--- config.mk ---
export PLATFORM = sky130hd
export DESIGN_NAME = waypoint_path_interpolator_top_flat
export DESIGN_NICKNAME = d
export VERILOG_FILES = /design/src/hdl/wpi_pkg.sv /design/src/hdl/wpi_in_if.sv /design/src/hdl/wpi_out_if.sv /design/src/hdl/wpi_regs.sv /design/src/hdl/wpi_ctrl.sv /design/src/hdl/wpi_dp.sv /design/src/hdl/waypoint_path_interpolator_top.sv /design/src/flat_wrapper.sv
export SDC_FILE = /design/constraint.sdc
export NUM_CORES = 2
export LEC_CHECK = 0
export ABC_CLOCK_PERIOD_IN_PS = 16700
export BUFFER_PORTS_ARGS = -buffer_cell sky130_fd_sc_hd__clkbuf_2
export CORE_ASPECT_RATIO = 0.7
export CORE_MARGIN = 2
export CORE_UTILIZATION = 40
export CTS_BUF_LIST = sky130_fd_sc_hd__clkbuf_8
export DETAILED_ROUTE_END_ITERATION = 6
export SYNTH_ARGS = -nofsm -noshare
export SYNTH_HDL_FRONTEND = slang
export SYNTH_SLANG_ARGS = --single-unit
--- constraint.sdc ---
create_clock -name clk -period 16.7 [get_ports clk]
set_input_delay 1.67 -clock clk [delete_from_list [all_inputs] [get_ports clk]]
set_output_delay 1.67 -clock clk [all_outputs]
set_load 0.02 [all_outputs]
--- src/hdl/wpi_pkg.sv ---
// ----------------------------------------------------------------------------
// wpi_pkg
// Shared types and constants for the waypoint path interpolator.
// ----------------------------------------------------------------------------
`default_nettype none

package wpi_pkg;

  localparam int MAX_POINTS = 16;
  localparam int IDX_W      = 4;
  localparam int COORD_W    = 16;
  localparam int TIME_W     = 32;
  localparam int ELAPSED_W  = 33;
  localparam int PCOUNT_W   = 5;
  localparam int FRAC_W     = 16;
  localparam int QUO_W      = IDX_W + FRAC_W;
  localparam int DIV_STEPS  = QUO_W;
  localparam int CNT_W      = 5;
  localparam int ADDR_W     = 4;
  localparam int DATA_W     = 32;

  localparam logic [1:0] REG_DURATION = 2'd0;
  localparam logic [1:0] REG_DELAY    = 2'd1;
  localparam logic [1:0] REG_PCOUNT   = 2'd2;
  localparam logic [1:0] REG_ZOFFSET  = 2'd3;

  typedef enum logic [1:0] {
    FUNC_LOAD  = 2'd0,
    FUNC_START = 2'd1,
    FUNC_TICK  = 2'd2,
    FUNC_NONE  = 2'd3
  } func_t;

  typedef struct packed {
    logic [TIME_W-1:0]          move_duration;
    logic [TIME_W-1:0]          start_delay;
    logic [PCOUNT_W-1:0]        point_count;
    logic signed [COORD_W-1:0]  z_offset;
  } cfg_t;

  typedef struct packed {
    logic capture;
    logic exec;
    logic div_init;
    logic div_step;
    logic mem_rd;
    logic lerp;
    logic out_load;
  } cmd_t;

  typedef struct packed {
    func_t func;
    logic  tick_pos;
    logic  tick_end;
    logic  out_free;
  } status_t;

endpackage

`default_nettype wire

--- src/hdl/wpi_in_if.sv ---
// ----------------------------------------------------------------------------
// wpi_in_if
// Input item channel: valid/ready handshake with waypoint and tick payload.
// ----------------------------------------------------------------------------
`default_nettype none

interface wpi_in_if import wpi_pkg::*; ();
  logic                      valid;
  logic                      ready;
  logic [1:0]                func;
  logic [IDX_W-1:0]          point_index;
  logic signed [COORD_W-1:0] point_x;
  logic signed [COORD_W-1:0] point_y;
  logic signed [COORD_W-1:0] point_z;
  logic [TIME_W-1:0]         tick_delta;

  modport source (
    output valid, func, point_index, point_x, point_y, point_z, tick_delta,
    input  ready
  );
  modport sink (
    input  valid, func, point_index, point_x, point_y, point_z, tick_delta,
    output ready
  );
endinterface

`default_nettype wire

--- src/hdl/wpi_out_if.sv ---
// ----------------------------------------------------------------------------
// wpi_out_if
// Result channel: valid/ready handshake with position and status payload.
// ----------------------------------------------------------------------------
`default_nettype none

interface wpi_out_if import wpi_pkg::*; ();
  logic                      valid;
  logic                      ready;
  logic signed [COORD_W-1:0] pos_x;
  logic signed [COORD_W-1:0] pos_y;
  logic signed [COORD_W-1:0] pos_z;
  logic                      position_valid;
  logic                      moving;
  logic                      finished;

  modport source (
    output valid, pos_x, pos_y, pos_z, position_valid, moving, finished,
    input  ready
  );
  modport sink (
    input  valid, pos_x, pos_y, pos_z, position_valid, moving, finished,
    output ready
  );
endinterface

`default_nettype wire

--- src/hdl/wpi_regs.sv ---
// ----------------------------------------------------------------------------
// wpi_regs
// APB configuration registers: duration, delay, point count, z offset.
// ----------------------------------------------------------------------------
`default_nettype none

module wpi_regs import wpi_pkg::*; (
  input  wire logic              clk,
  input  wire logic              rst,
  input  wire logic              psel,
  input  wire logic              penable,
  input  wire logic              pwrite,
  input  wire logic [ADDR_W-1:0] paddr,
  input  wire logic [DATA_W-1:0] pwdata,
  output logic      [DATA_W-1:0] prdata,
  output logic                   pready,
  output cfg_t                   cfg
);

  logic       wr_en;
  logic [1:0] reg_sel;

  assign pready  = 1'b1;
  assign wr_en   = psel && penable && pwrite && pready;
  assign reg_sel = paddr[ADDR_W-1:2];

  always_ff @(posedge clk) begin
    if (rst) begin
      cfg.move_duration <= TIME_W'(1000);
      cfg.start_delay   <= '0;
      cfg.point_count   <= PCOUNT_W'(2);
      cfg.z_offset      <= '0;
    end else if (wr_en) begin
      case (reg_sel)
        REG_DURATION: cfg.move_duration <= pwdata;
        REG_DELAY:    cfg.start_delay   <= pwdata;
        REG_PCOUNT:   cfg.point_count   <= pwdata[PCOUNT_W-1:0];
        REG_ZOFFSET:  cfg.z_offset      <= pwdata[COORD_W-1:0];
        default: ;
      endcase
    end
  end

  always_comb begin
    case (reg_sel)
      REG_DURATION: prdata = cfg.move_duration;
      REG_DELAY:    prdata = cfg.start_delay;
      REG_PCOUNT:   prdata = DATA_W'(cfg.point_count);
      REG_ZOFFSET:  prdata = DATA_W'(unsigned'(cfg.z_offset));
      default:      prdata = '0;
    endcase
  end

endmodule

`default_nettype wire

--- src/hdl/wpi_ctrl.sv ---
// ----------------------------------------------------------------------------
// wpi_ctrl
// Sequencer: accept, execute, divide, fetch waypoints, interpolate, emit.
// ----------------------------------------------------------------------------
`default_nettype none

module wpi_ctrl import wpi_pkg::*; (
  input  wire logic    clk,
  input  wire logic    rst,
  input  wire logic    in_valid,
  output logic         in_ready,
  input  wire status_t status,
  output cmd_t         cmd
);

  typedef enum logic [2:0] {
    S_IDLE,
    S_EXEC,
    S_MUL,
    S_DIV,
    S_READ,
    S_LERP,
    S_DONE
  } state_t;

  state_t           state;
  logic [CNT_W-1:0] cnt;

  always_ff @(posedge clk) begin
    if (rst) begin
      state <= S_IDLE;
      cnt   <= '0;
    end else begin
      case (state)
        S_IDLE: begin
          if (in_valid) state <= S_EXEC;
        end
        S_EXEC: begin
          if (status.func == FUNC_TICK && status.tick_pos) begin
            state <= status.tick_end ? S_READ : S_MUL;
          end else begin
            state <= S_DONE;
          end
        end
        S_MUL: begin
          state <= S_DIV;
          cnt   <= '0;
        end
        S_DIV: begin
          cnt <= cnt + CNT_W'(1);
          if (cnt == CNT_W'(DIV_STEPS - 1)) state <= S_READ;
        end
        S_READ: state <= S_LERP;
        S_LERP: state <= S_DONE;
        S_DONE: begin
          if (status.out_free) state <= S_IDLE;
        end
        default: state <= S_IDLE;
      endcase
    end
  end

  assign in_ready = (state == S_IDLE);

  always_comb begin
    cmd          = '0;
    cmd.capture  = (state == S_IDLE) && in_valid;
    cmd.exec     = (state == S_EXEC);
    cmd.div_init = (state == S_MUL);
    cmd.div_step = (state == S_DIV);
    cmd.mem_rd   = (state == S_READ);
    cmd.lerp     = (state == S_LERP);
    cmd.out_load = (state == S_DONE) && status.out_free;
  end

  a_accept_exec: assert property (@(posedge clk) disable iff (rst)
    (state == S_IDLE && in_valid) |=> state == S_EXEC)
    else $error("accepted transaction not executed");

  a_div_count: assert property (@(posedge clk) disable iff (rst)
    state == S_DIV |-> cnt < CNT_W'(DIV_STEPS))
    else $error("divider step count overrun");

endmodule

`default_nettype wire

--- src/hdl/wpi_dp.sv ---
// ----------------------------------------------------------------------------
// wpi_dp
// Datapath: waypoint store, elapsed time, restoring divider, interpolation.
// ----------------------------------------------------------------------------
`default_nettype none

module wpi_dp import wpi_pkg::*; (
  input  wire logic                      clk,
  input  wire logic                      rst,
  input  wire cfg_t                      cfg,
  input  wire cmd_t                      cmd,
  output status_t                        status,
  input  wire logic [1:0]                func,
  input  wire logic [IDX_W-1:0]          point_index,
  input  wire logic signed [COORD_W-1:0] point_x,
  input  wire logic signed [COORD_W-1:0] point_y,
  input  wire logic signed [COORD_W-1:0] point_z,
  input  wire logic [TIME_W-1:0]         tick_delta,
  output logic                           out_valid,
  input  wire logic                      out_ready,
  output logic signed [COORD_W-1:0]      pos_x,
  output logic signed [COORD_W-1:0]      pos_y,
  output logic signed [COORD_W-1:0]      pos_z,
  output logic                           position_valid,
  output logic                           moving,
  output logic                           finished
);

  localparam int SUM_W  = ELAPSED_W + 1;
  localparam int SCL_W  = TIME_W + IDX_W;
  localparam int PROD_W = 2 * COORD_W + 2;

  typedef struct packed {
    logic signed [COORD_W-1:0] x;
    logic signed [COORD_W-1:0] y;
    logic signed [COORD_W-1:0] z;
  } point_t;

  function automatic logic signed [PROD_W-1:0] lerp_mul(
    input logic signed [COORD_W-1:0] a,
    input logic signed [COORD_W-1:0] b,
    input logic [FRAC_W-1:0]         f
  );
    logic signed [COORD_W:0] d;
    logic signed [FRAC_W:0]  fs;
    d  = {b[COORD_W-1], b} - {a[COORD_W-1], a};
    fs = {1'b0, f};
    return PROD_W'(d * fs);
  endfunction

  function automatic logic signed [COORD_W-1:0] lerp_add(
    input logic signed [COORD_W-1:0] a,
    input logic signed [PROD_W-1:0]  p
  );
    logic signed [COORD_W+1:0] q;
    logic signed [COORD_W+1:0] r;
    q = p[PROD_W-1:FRAC_W];
    r = {{2{a[COORD_W-1]}}, a} + q;
    return r[COORD_W-1:0];
  endfunction

  point_t                    mem [MAX_POINTS];
  point_t                    rd_a;
  point_t                    rd_b;

  func_t                     func_q;
  logic [IDX_W-1:0]          idx_q;
  logic signed [COORD_W-1:0] px_q;
  logic signed [COORD_W-1:0] py_q;
  logic signed [COORD_W-1:0] pz_q;
  logic [TIME_W-1:0]         delta_q;

  logic [ELAPSED_W-1:0]      elapsed;
  logic                      moving_flag;
  logic                      pos_ok;
  logic                      end_flag;
  logic [TIME_W-1:0]         actual;
  logic [TIME_W-1:0]         rem;
  logic [QUO_W-1:0]          quo;
  logic signed [PROD_W-1:0]  prod_x;
  logic signed [PROD_W-1:0]  prod_y;
  logic signed [PROD_W-1:0]  prod_z;

  logic [IDX_W-1:0]          last_idx;
  logic [SUM_W-1:0]          sum;
  logic [SUM_W-1:0]          actual_full;
  logic [ELAPSED_W-1:0]      end_time;
  logic signed [COORD_W:0]   zsum;
  logic signed [COORD_W-1:0] zsat;
  logic [SCL_W-1:0]          scaled;
  logic [TIME_W:0]           trial;
  logic                      trial_ge;
  logic [IDX_W-1:0]          seg;
  logic [IDX_W-1:0]          addr_a;
  logic [IDX_W-1:0]          addr_b;
  logic                      zero_pos;

  always_comb begin
    if (cfg.point_count < PCOUNT_W'(2)) begin
      last_idx = IDX_W'(1);
    end else if (cfg.point_count > PCOUNT_W'(MAX_POINTS)) begin
      last_idx = IDX_W'(MAX_POINTS - 1);
    end else begin
      last_idx = IDX_W'(cfg.point_count - PCOUNT_W'(1));
    end
  end

  assign sum         = SUM_W'(elapsed) + SUM_W'(delta_q);
  assign actual_full = sum - SUM_W'(cfg.start_delay);
  assign end_time    = ELAPSED_W'(cfg.start_delay) + ELAPSED_W'(cfg.move_duration);

  assign zsum = {pz_q[COORD_W-1], pz_q} + {cfg.z_offset[COORD_W-1], cfg.z_offset};
  always_comb begin
    if (zsum[COORD_W] != zsum[COORD_W-1]) begin
      zsat = zsum[COORD_W] ? {1'b1, {(COORD_W-1){1'b0}}} : {1'b0, {(COORD_W-1){1'b1}}};
    end else begin
      zsat = zsum[COORD_W-1:0];
    end
  end

  assign scaled   = SCL_W'(actual) * SCL_W'(last_idx);
  assign trial    = {rem, quo[QUO_W-1]};
  assign trial_ge = trial >= {1'b0, cfg.move_duration};
  assign seg      = quo[QUO_W-1:FRAC_W];
  assign addr_a   = end_flag ? last_idx : seg;
  assign addr_b   = seg + IDX_W'(1);

  assign status.func     = func_q;
  assign status.tick_pos = sum >= SUM_W'(cfg.start_delay);
  assign status.tick_end = actual_full >= SUM_W'(cfg.move_duration);
  assign status.out_free = !out_valid || out_ready;

  // input capture, divider and interpolation registers
  always_ff @(posedge clk) begin
    if (cmd.capture) begin
      func_q  <= func_t'(func);
      idx_q   <= point_index;
      px_q    <= point_x;
      py_q    <= point_y;
      pz_q    <= point_z;
      delta_q <= tick_delta;
    end
    if (cmd.exec) begin
      end_flag <= status.tick_end;
      actual   <= actual_full[TIME_W-1:0];
    end
    if (cmd.div_init) begin
      rem <= scaled[SCL_W-1:IDX_W];
      quo <= {scaled[IDX_W-1:0], {FRAC_W{1'b0}}};
    end
    if (cmd.div_step) begin
      rem <= trial_ge ? TIME_W'(trial - {1'b0, cfg.move_duration}) : trial[TIME_W-1:0];
      quo <= {quo[QUO_W-2:0], trial_ge};
    end
    if (cmd.lerp) begin
      prod_x <= lerp_mul(rd_a.x, rd_b.x, quo[FRAC_W-1:0]);
      prod_y <= lerp_mul(rd_a.y, rd_b.y, quo[FRAC_W-1:0]);
      prod_z <= lerp_mul(rd_a.z, rd_b.z, quo[FRAC_W-1:0]);
    end
  end

  // waypoint store
  always_ff @(posedge clk) begin
    if (cmd.exec && func_q == FUNC_LOAD) begin
      mem[idx_q] <= '{x: px_q, y: py_q, z: zsat};
    end
    if (cmd.mem_rd) begin
      rd_a <= mem[addr_a];
      rd_b <= mem[addr_b];
    end
  end

  // move state
  always_ff @(posedge clk) begin
    if (rst) begin
      elapsed     <= '0;
      moving_flag <= 1'b0;
      pos_ok      <= 1'b0;
    end else if (cmd.exec) begin
      pos_ok <= 1'b0;
      case (func_q)
        FUNC_START: begin
          elapsed     <= '0;
          moving_flag <= 1'b1;
        end
        FUNC_TICK: begin
          if (status.tick_pos) begin
            pos_ok <= 1'b1;
            if (status.tick_end) begin
              elapsed     <= end_time;
              moving_flag <= 1'b0;
            end else begin
              elapsed <= sum[ELAPSED_W-1:0];
            end
          end else begin
            elapsed <= sum[ELAPSED_W-1:0];
          end
        end
        default: ;
      endcase
    end
  end

  assign zero_pos = !pos_ok;

  // result register
  always_ff @(posedge clk) begin
    if (rst) begin
      out_valid <= 1'b0;
    end else if (cmd.out_load) begin
      out_valid <= 1'b1;
    end else if (out_ready) begin
      out_valid <= 1'b0;
    end
  end

  always_ff @(posedge clk) begin
    if (cmd.out_load) begin
      if (zero_pos) begin
        pos_x <= '0;
        pos_y <= '0;
        pos_z <= '0;
      end else if (end_flag) begin
        pos_x <= rd_a.x;
        pos_y <= rd_a.y;
        pos_z <= rd_a.z;
      end else begin
        pos_x <= lerp_add(rd_a.x, prod_x);
        pos_y <= lerp_add(rd_a.y, prod_y);
        pos_z <= lerp_add(rd_a.z, prod_z);
      end
      position_valid <= pos_ok;
      moving         <= moving_flag;
      finished       <= elapsed >= end_time;
    end
  end

  a_rem_bound: assert property (@(posedge clk) disable iff (rst)
    cmd.div_step |-> rem < cfg.move_duration)
    else $error("divider remainder not below divisor");

  a_seg_bound: assert property (@(posedge clk) disable iff (rst)
    (cmd.mem_rd && !end_flag) |-> seg < last_idx)
    else $error("segment index past last segment");

endmodule

`default_nettype wire

--- src/hdl/waypoint_path_interpolator_top.sv ---
// ----------------------------------------------------------------------------
// waypoint_path_interpolator_top
// Piecewise linear 3-D path interpolation over a loaded waypoint table.
// ----------------------------------------------------------------------------
// Items are handled one at a time. A load, a start, an unused code or a tick
// before the start delay has passed is executed and emitted; a tick that
// reaches the end of the path also reads the last waypoint; a tick that
// interpolates first runs the 20-step restoring divider that finds the
// segment and the Q0.16 fraction in one pass. The result register lets a
// new item be accepted while the previous result waits to be taken. The
// waypoint store has no reset: read only slots that have been loaded.
`default_nettype none

module waypoint_path_interpolator_top import wpi_pkg::*; (
  input  wire logic              clk,
  input  wire logic              rst,
  input  wire logic              psel,
  input  wire logic              penable,
  input  wire logic              pwrite,
  input  wire logic [ADDR_W-1:0] paddr,
  input  wire logic [DATA_W-1:0] pwdata,
  output logic      [DATA_W-1:0] prdata,
  output logic                   pready,
  wpi_in_if.sink                 items,
  wpi_out_if.source              results
);

  cfg_t    cfg;
  cmd_t    cmd;
  status_t status;

  wpi_regs u_regs (
    .clk     (clk),
    .rst     (rst),
    .psel    (psel),
    .penable (penable),
    .pwrite  (pwrite),
    .paddr   (paddr),
    .pwdata  (pwdata),
    .prdata  (prdata),
    .pready  (pready),
    .cfg     (cfg)
  );

  wpi_ctrl u_ctrl (
    .clk      (clk),
    .rst      (rst),
    .in_valid (items.valid),
    .in_ready (items.ready),
    .status   (status),
    .cmd      (cmd)
  );

  wpi_dp u_dp (
    .clk            (clk),
    .rst            (rst),
    .cfg            (cfg),
    .cmd            (cmd),
    .status         (status),
    .func           (items.func),
    .point_index    (items.point_index),
    .point_x        (items.point_x),
    .point_y        (items.point_y),
    .point_z        (items.point_z),
    .tick_delta     (items.tick_delta),
    .out_valid      (results.valid),
    .out_ready      (results.ready),
    .pos_x          (results.pos_x),
    .pos_y          (results.pos_y),
    .pos_z          (results.pos_z),
    .position_valid (results.position_valid),
    .moving         (results.moving),
    .finished       (results.finished)
  );

endmodule

`default_nettype wire

--- src/flat_wrapper.sv ---
// flat-port wrapper written by rule: the top's interface ports become plain ports
module waypoint_path_interpolator_top_flat import wpi_pkg::*;
  (clk, rst, psel, penable, pwrite, paddr, pwdata, prdata, pready, items_valid, items_func, items_point_index, items_point_x, items_point_y, items_point_z, items_tick_delta, items_ready, results_valid, results_pos_x, results_pos_y, results_pos_z, results_position_valid, results_moving, results_finished, results_ready);
  wpi_in_if items_i ();
  wpi_out_if results_i ();
  input  wire logic clk;
  input  wire logic rst;
  input  wire logic psel;
  input  wire logic penable;
  input  wire logic pwrite;
  input  wire logic [ADDR_W-1:0] paddr;
  input  wire logic [DATA_W-1:0] pwdata;
  output logic      [DATA_W-1:0] prdata;
  output logic pready;
  input wire logic [$bits(items_i.valid)-1:0] items_valid;
  input wire logic [$bits(items_i.func)-1:0] items_func;
  input wire logic [$bits(items_i.point_index)-1:0] items_point_index;
  input wire logic [$bits(items_i.point_x)-1:0] items_point_x;
  input wire logic [$bits(items_i.point_y)-1:0] items_point_y;
  input wire logic [$bits(items_i.point_z)-1:0] items_point_z;
  input wire logic [$bits(items_i.tick_delta)-1:0] items_tick_delta;
  output wire logic [$bits(items_i.ready)-1:0] items_ready;
  output wire logic [$bits(results_i.valid)-1:0] results_valid;
  output wire logic [$bits(results_i.pos_x)-1:0] results_pos_x;
  output wire logic [$bits(results_i.pos_y)-1:0] results_pos_y;
  output wire logic [$bits(results_i.pos_z)-1:0] results_pos_z;
  output wire logic [$bits(results_i.position_valid)-1:0] results_position_valid;
  output wire logic [$bits(results_i.moving)-1:0] results_moving;
  output wire logic [$bits(results_i.finished)-1:0] results_finished;
  input wire logic [$bits(results_i.ready)-1:0] results_ready;
  assign items_i.valid = items_valid;
  assign items_i.func = items_func;
  assign items_i.point_index = items_point_index;
  assign items_i.point_x = items_point_x;
  assign items_i.point_y = items_point_y;
  assign items_i.point_z = items_point_z;
  assign items_i.tick_delta = items_tick_delta;
  assign items_ready = items_i.ready;
  assign results_valid = results_i.valid;
  assign results_pos_x = results_i.pos_x;
  assign results_pos_y = results_i.pos_y;
  assign results_pos_z = results_i.pos_z;
  assign results_position_valid = results_i.position_valid;
  assign results_moving = results_i.moving;
  assign results_finished = results_i.finished;
  assign results_i.ready = results_ready;
  waypoint_path_interpolator_top u_core (.clk(clk), .rst(rst), .psel(psel), .penable(penable), .pwrite(pwrite), .paddr(paddr), .pwdata(pwdata), .prdata(prdata), .pready(pready), .items(items_i), .results(results_i));
endmodule
==> summary.md <==
| Metric | Value |
|---|---|
| Critical-path top delay cell | a211oi_1 |
| CTS Hold Bufs | 0 |
| Clk root buf | clkbuf_8 |
| WP data required | 17.44 ns |
| Final Critical Period | 9.67 ns |
| Filler Cells Inserted | around 23,000 |
| Synth Instances | a little under 9,000 |
| Critical path class | reg -> reg |
| Reg clk slew, reported paths | around 0.070 ns |
| Share of layout cells above drive strength 1 | 0.131 |
| Tightest Pin Transition | 1.37 ns |
| Slew margin rel. | 0.0835 |
| Syn_area_per_cell | roughly 11 µm² |
| Hold Fails Final Rpt | 0 |
| Yosys warnings | 0 |
| Setup TNS Final | 0 ns |
| RSZ-0062 raised after global routing | no |
| First-pass GRT wire length | 448,000 µm |
| Status | complete, no violations |
| Setup Viol. Count Final | 0 |
| Pre-CTS setup slack | 7.07 ns |
| Max_cap viols | 0 |
| Post-synthesis cell area | ~100,000 µm² |
| Post-synth EDFFs | ~1,100 |
| CP Capture Type | flip-flop |
| Vias per inst | 5.65 |
| Area of the multi-input gates | 58,400 µm² |
| Largest net degree at the start of global routing | roughly 110 |
| Initial antenna violation count | 23 |
| HP Class | reg -> reg |
| Commonest cells after routing, fill and taps aside | 1,317 x inv_1, 1,134 x edfxtp_1, 952 x nand2_1 |
| Startpoint Class | flip-flop |
| Die ar. | 257,000 µm² |
| Syn_nets | ~10,000 |
| Crit-path max FO | 33 |
| Post-synth top area cell | edfxtp_1 |
| CP peak stage delay | between 0.7 and 0.8 ns |
| Site Rows | 154 |
| CTS tree | done |
| Clock sinks | 1,263 |
| Area contributors post-synth | edfxtp_1 34%, fa_1 17%, mux4_2 9.7%, ha_1 7.3%, inv_1 4.7% |
| Chip Width | 605 µm |
| Post_cts resized | 0 |
| Final ANT Viol Nets | 0 |
| Die H | 425 µm |
| FF/Latch Area | around 37,000 µm² |
| Wire per inst | between 20 and 25 µm |
| Setup bufs post-CTS | 0 |
| CTS max path bufs | 3 |
| Routability cong. | a little over 0.9 |
| Most common flop cell mapped by yosys | edfxtp_1 |
| F_max | 103 MHz |
| Total number of vias | ~71,000 |
| DR iter-0 viols | 7,267 |
| Core box area | ~250,000 µm² |
| Fin worst setup slack | roughly 7 ns |
| Area Overhead vs Synth | 9.14% |
| Clock skew | between 0.08 and 0.09 ns |
| Commonest non-fill, non-tap cell in the layout | inv_1 |
| Flops & latches, synth | 1,263 |
| I/O Buffers | between 200 and 250 |
| DRT Pass-1 Iters | 7 |
| CTS Buf Count | 213 |
| I/O pins | between 200 and 250 |
| Net count, final | approximately 11,000 |
| H-tree Lvls | 4 |
| Unique cell type count in the Yosys netlist | ~100 |
| Ys async rst share | 0 |
| Worst-Skew Late Latency | 0.98 ns |
| Top cell type's share of synthesized area | 0.337 |
| Worst hold slack | around 0.47 ns |
| Fin. max-slew vios | 0 |
| Overall routing resource usage | 0.231 |
| Initial Util | 0.402 |
| Most used cell along the critical path | fa_1 |
| Vias in the first global route | 70,800 |
| Detailed Place HPWL | 209,000 µm |
| CP Data Arrival Time | ~10 ns |
| Drt drc | 0 |
| Final wirelength | 296,000 µm |
| Final period utilization | 0.579 |
| Register area share after synthesis | 0.362 |
| Grt total ovfl | 0 |
[worst max-delay path, delay by kind of cell, from the launching register on]
kind	cells	cell delay (ns)
flops	1	0.45
buf+inv	6	0.91
fa+ha+maj	8	3.58
compound gates	14	3.79
simple gates	5	0.68
[synth_stat cells, drive strengths merged (11+ instances only)]
| library cell | number |
|---|---|
| xnor2 | 210 |
| a211oi | 95 |
| a21oi | 403 |
| nor4b | 12 |
| or3 | 21 |
| a21boi | 14 |
| and4 | 19 |
| nor4 | 11 |
| and3 | 71 |
| nand4 | 44 |
| o31ai | 26 |
| buf | 69 |
| or4 | 16 |
| nand3b | 29 |
| a211o | 14 |
| nor2b | 198 |
| a31oi | 47 |
| nand2b | 76 |
| o21ai | 230 |
| o211ai | 53 |
| o221ai | 15 |
| dfxtp | 129 |
| o21a | 54 |
| fa | 854 |
| o21bai | 25 |
| clkbuf | 363 |
| nor3 | 111 |
| a221o | 14 |
| o311ai | 35 |
| or2 | 20 |
| xor2 | 85 |
| a2111oi | 13 |
| nand2 | 952 |
| inv | 1254 |
| mux4 | 437 |
| a21o | 104 |
| ha | 589 |
| and2 | 333 |
| mux2i | 121 |
| edfxtp | 1134 |
| o2111ai | 14 |
| nor2 | 240 |
| nand3 | 152 |
[per-layer routing]
| metal | vias up | share of wire | track usage |
|---|---|---|---|
| met5 | - | 0.00016 | 0 |
| met3 | 341 | 0.092 | 0.0421 |
| met4 | 8 | 0.022 | 0.0538 |
| met2 | 3256 | 0.42 | 0.334 |
| met1 | 36100 | 0.46 | 0.357 |
| li1 | 31200 | - | - |
[through the flow]
step / util / std cells / area (µm²)
after floorplan: - / 8856 / 101000
after global placement: 0.422 / 12100 / 106000
after detailed placement: 0.422 / 12100 / 106000
after CTS: 0.439 / 12500 / 110000
after global routing: 0.439 / 12500 / 110000
final: 0.439 / 12500 / 110000
[registers in the layout, summed over array words and instances, names as in the netlist, 32 cells and up]
register,cells
u_core.u_dp.actual,32
u_core.u_dp.elapsed,33
u_core.u_dp.rd_a,48
u_core.u_regs.cfg,85
u_core.u_dp.rd_b,48
u_core.u_dp.mem,768
u_core.u_dp.rem,32
u_core.u_dp.delta_q,32
[layout make-up]
cell class                      count  share of cell area
Multi-Input combinational cell   5904               0.529
Sequential cell                  1263               0.332
Clock buffer                      223              0.0278
Timing Repair Buffer              360              0.0200
Antenna cell                        9            0.000204
Tap cell                         3354              0.0380
Inverter                         1257              0.0428
Clock inverter                    172              0.0101
[final timing paths]
path / end / depth (start not counted) / from / slack, ns
worst max-delay path: u_core.u_dp.prod_z[29]$_DFFE_PN_ / 33 / u_core.u_dp.rd_a[1]$_DFFE_PP_ / 7.03
worst min-delay path: u_core.u_dp.moving$_DFFE_PP_ / 0 / u_core.u_dp.moving_flag$_SDFFE_PP0P_ / 0.47
worst max register to register: u_core.u_dp.prod_z[29]$_DFFE_PN_ / 33 / u_core.u_dp.rd_a[1]$_DFFE_PP_ / 7.03
worst min register to register: u_core.u_dp.moving$_DFFE_PP_ / 0 / u_core.u_dp.moving_flag$_SDFFE_PP0P_ / 0.47
[cell families after synthesis]
kind of cell | after synthesis | synth area share
and+or+nand+nor | 2334 | 0.114
buffers and inverters | 1689 | 0.0636
adders and majority gates | 1453 | 0.243
DFF | 1263 | 0.362
AOI/OAI and AO/OA | 1260 | 0.0815
muxes | 561 | 0.110
xor gates and xnor gates | 295 | 0.0256
other | 1 | 0.0000371
Power is left out: the tool's default activity adds up to more than one toggle a clock period on the data nets, which glitch-free logic cannot reach.
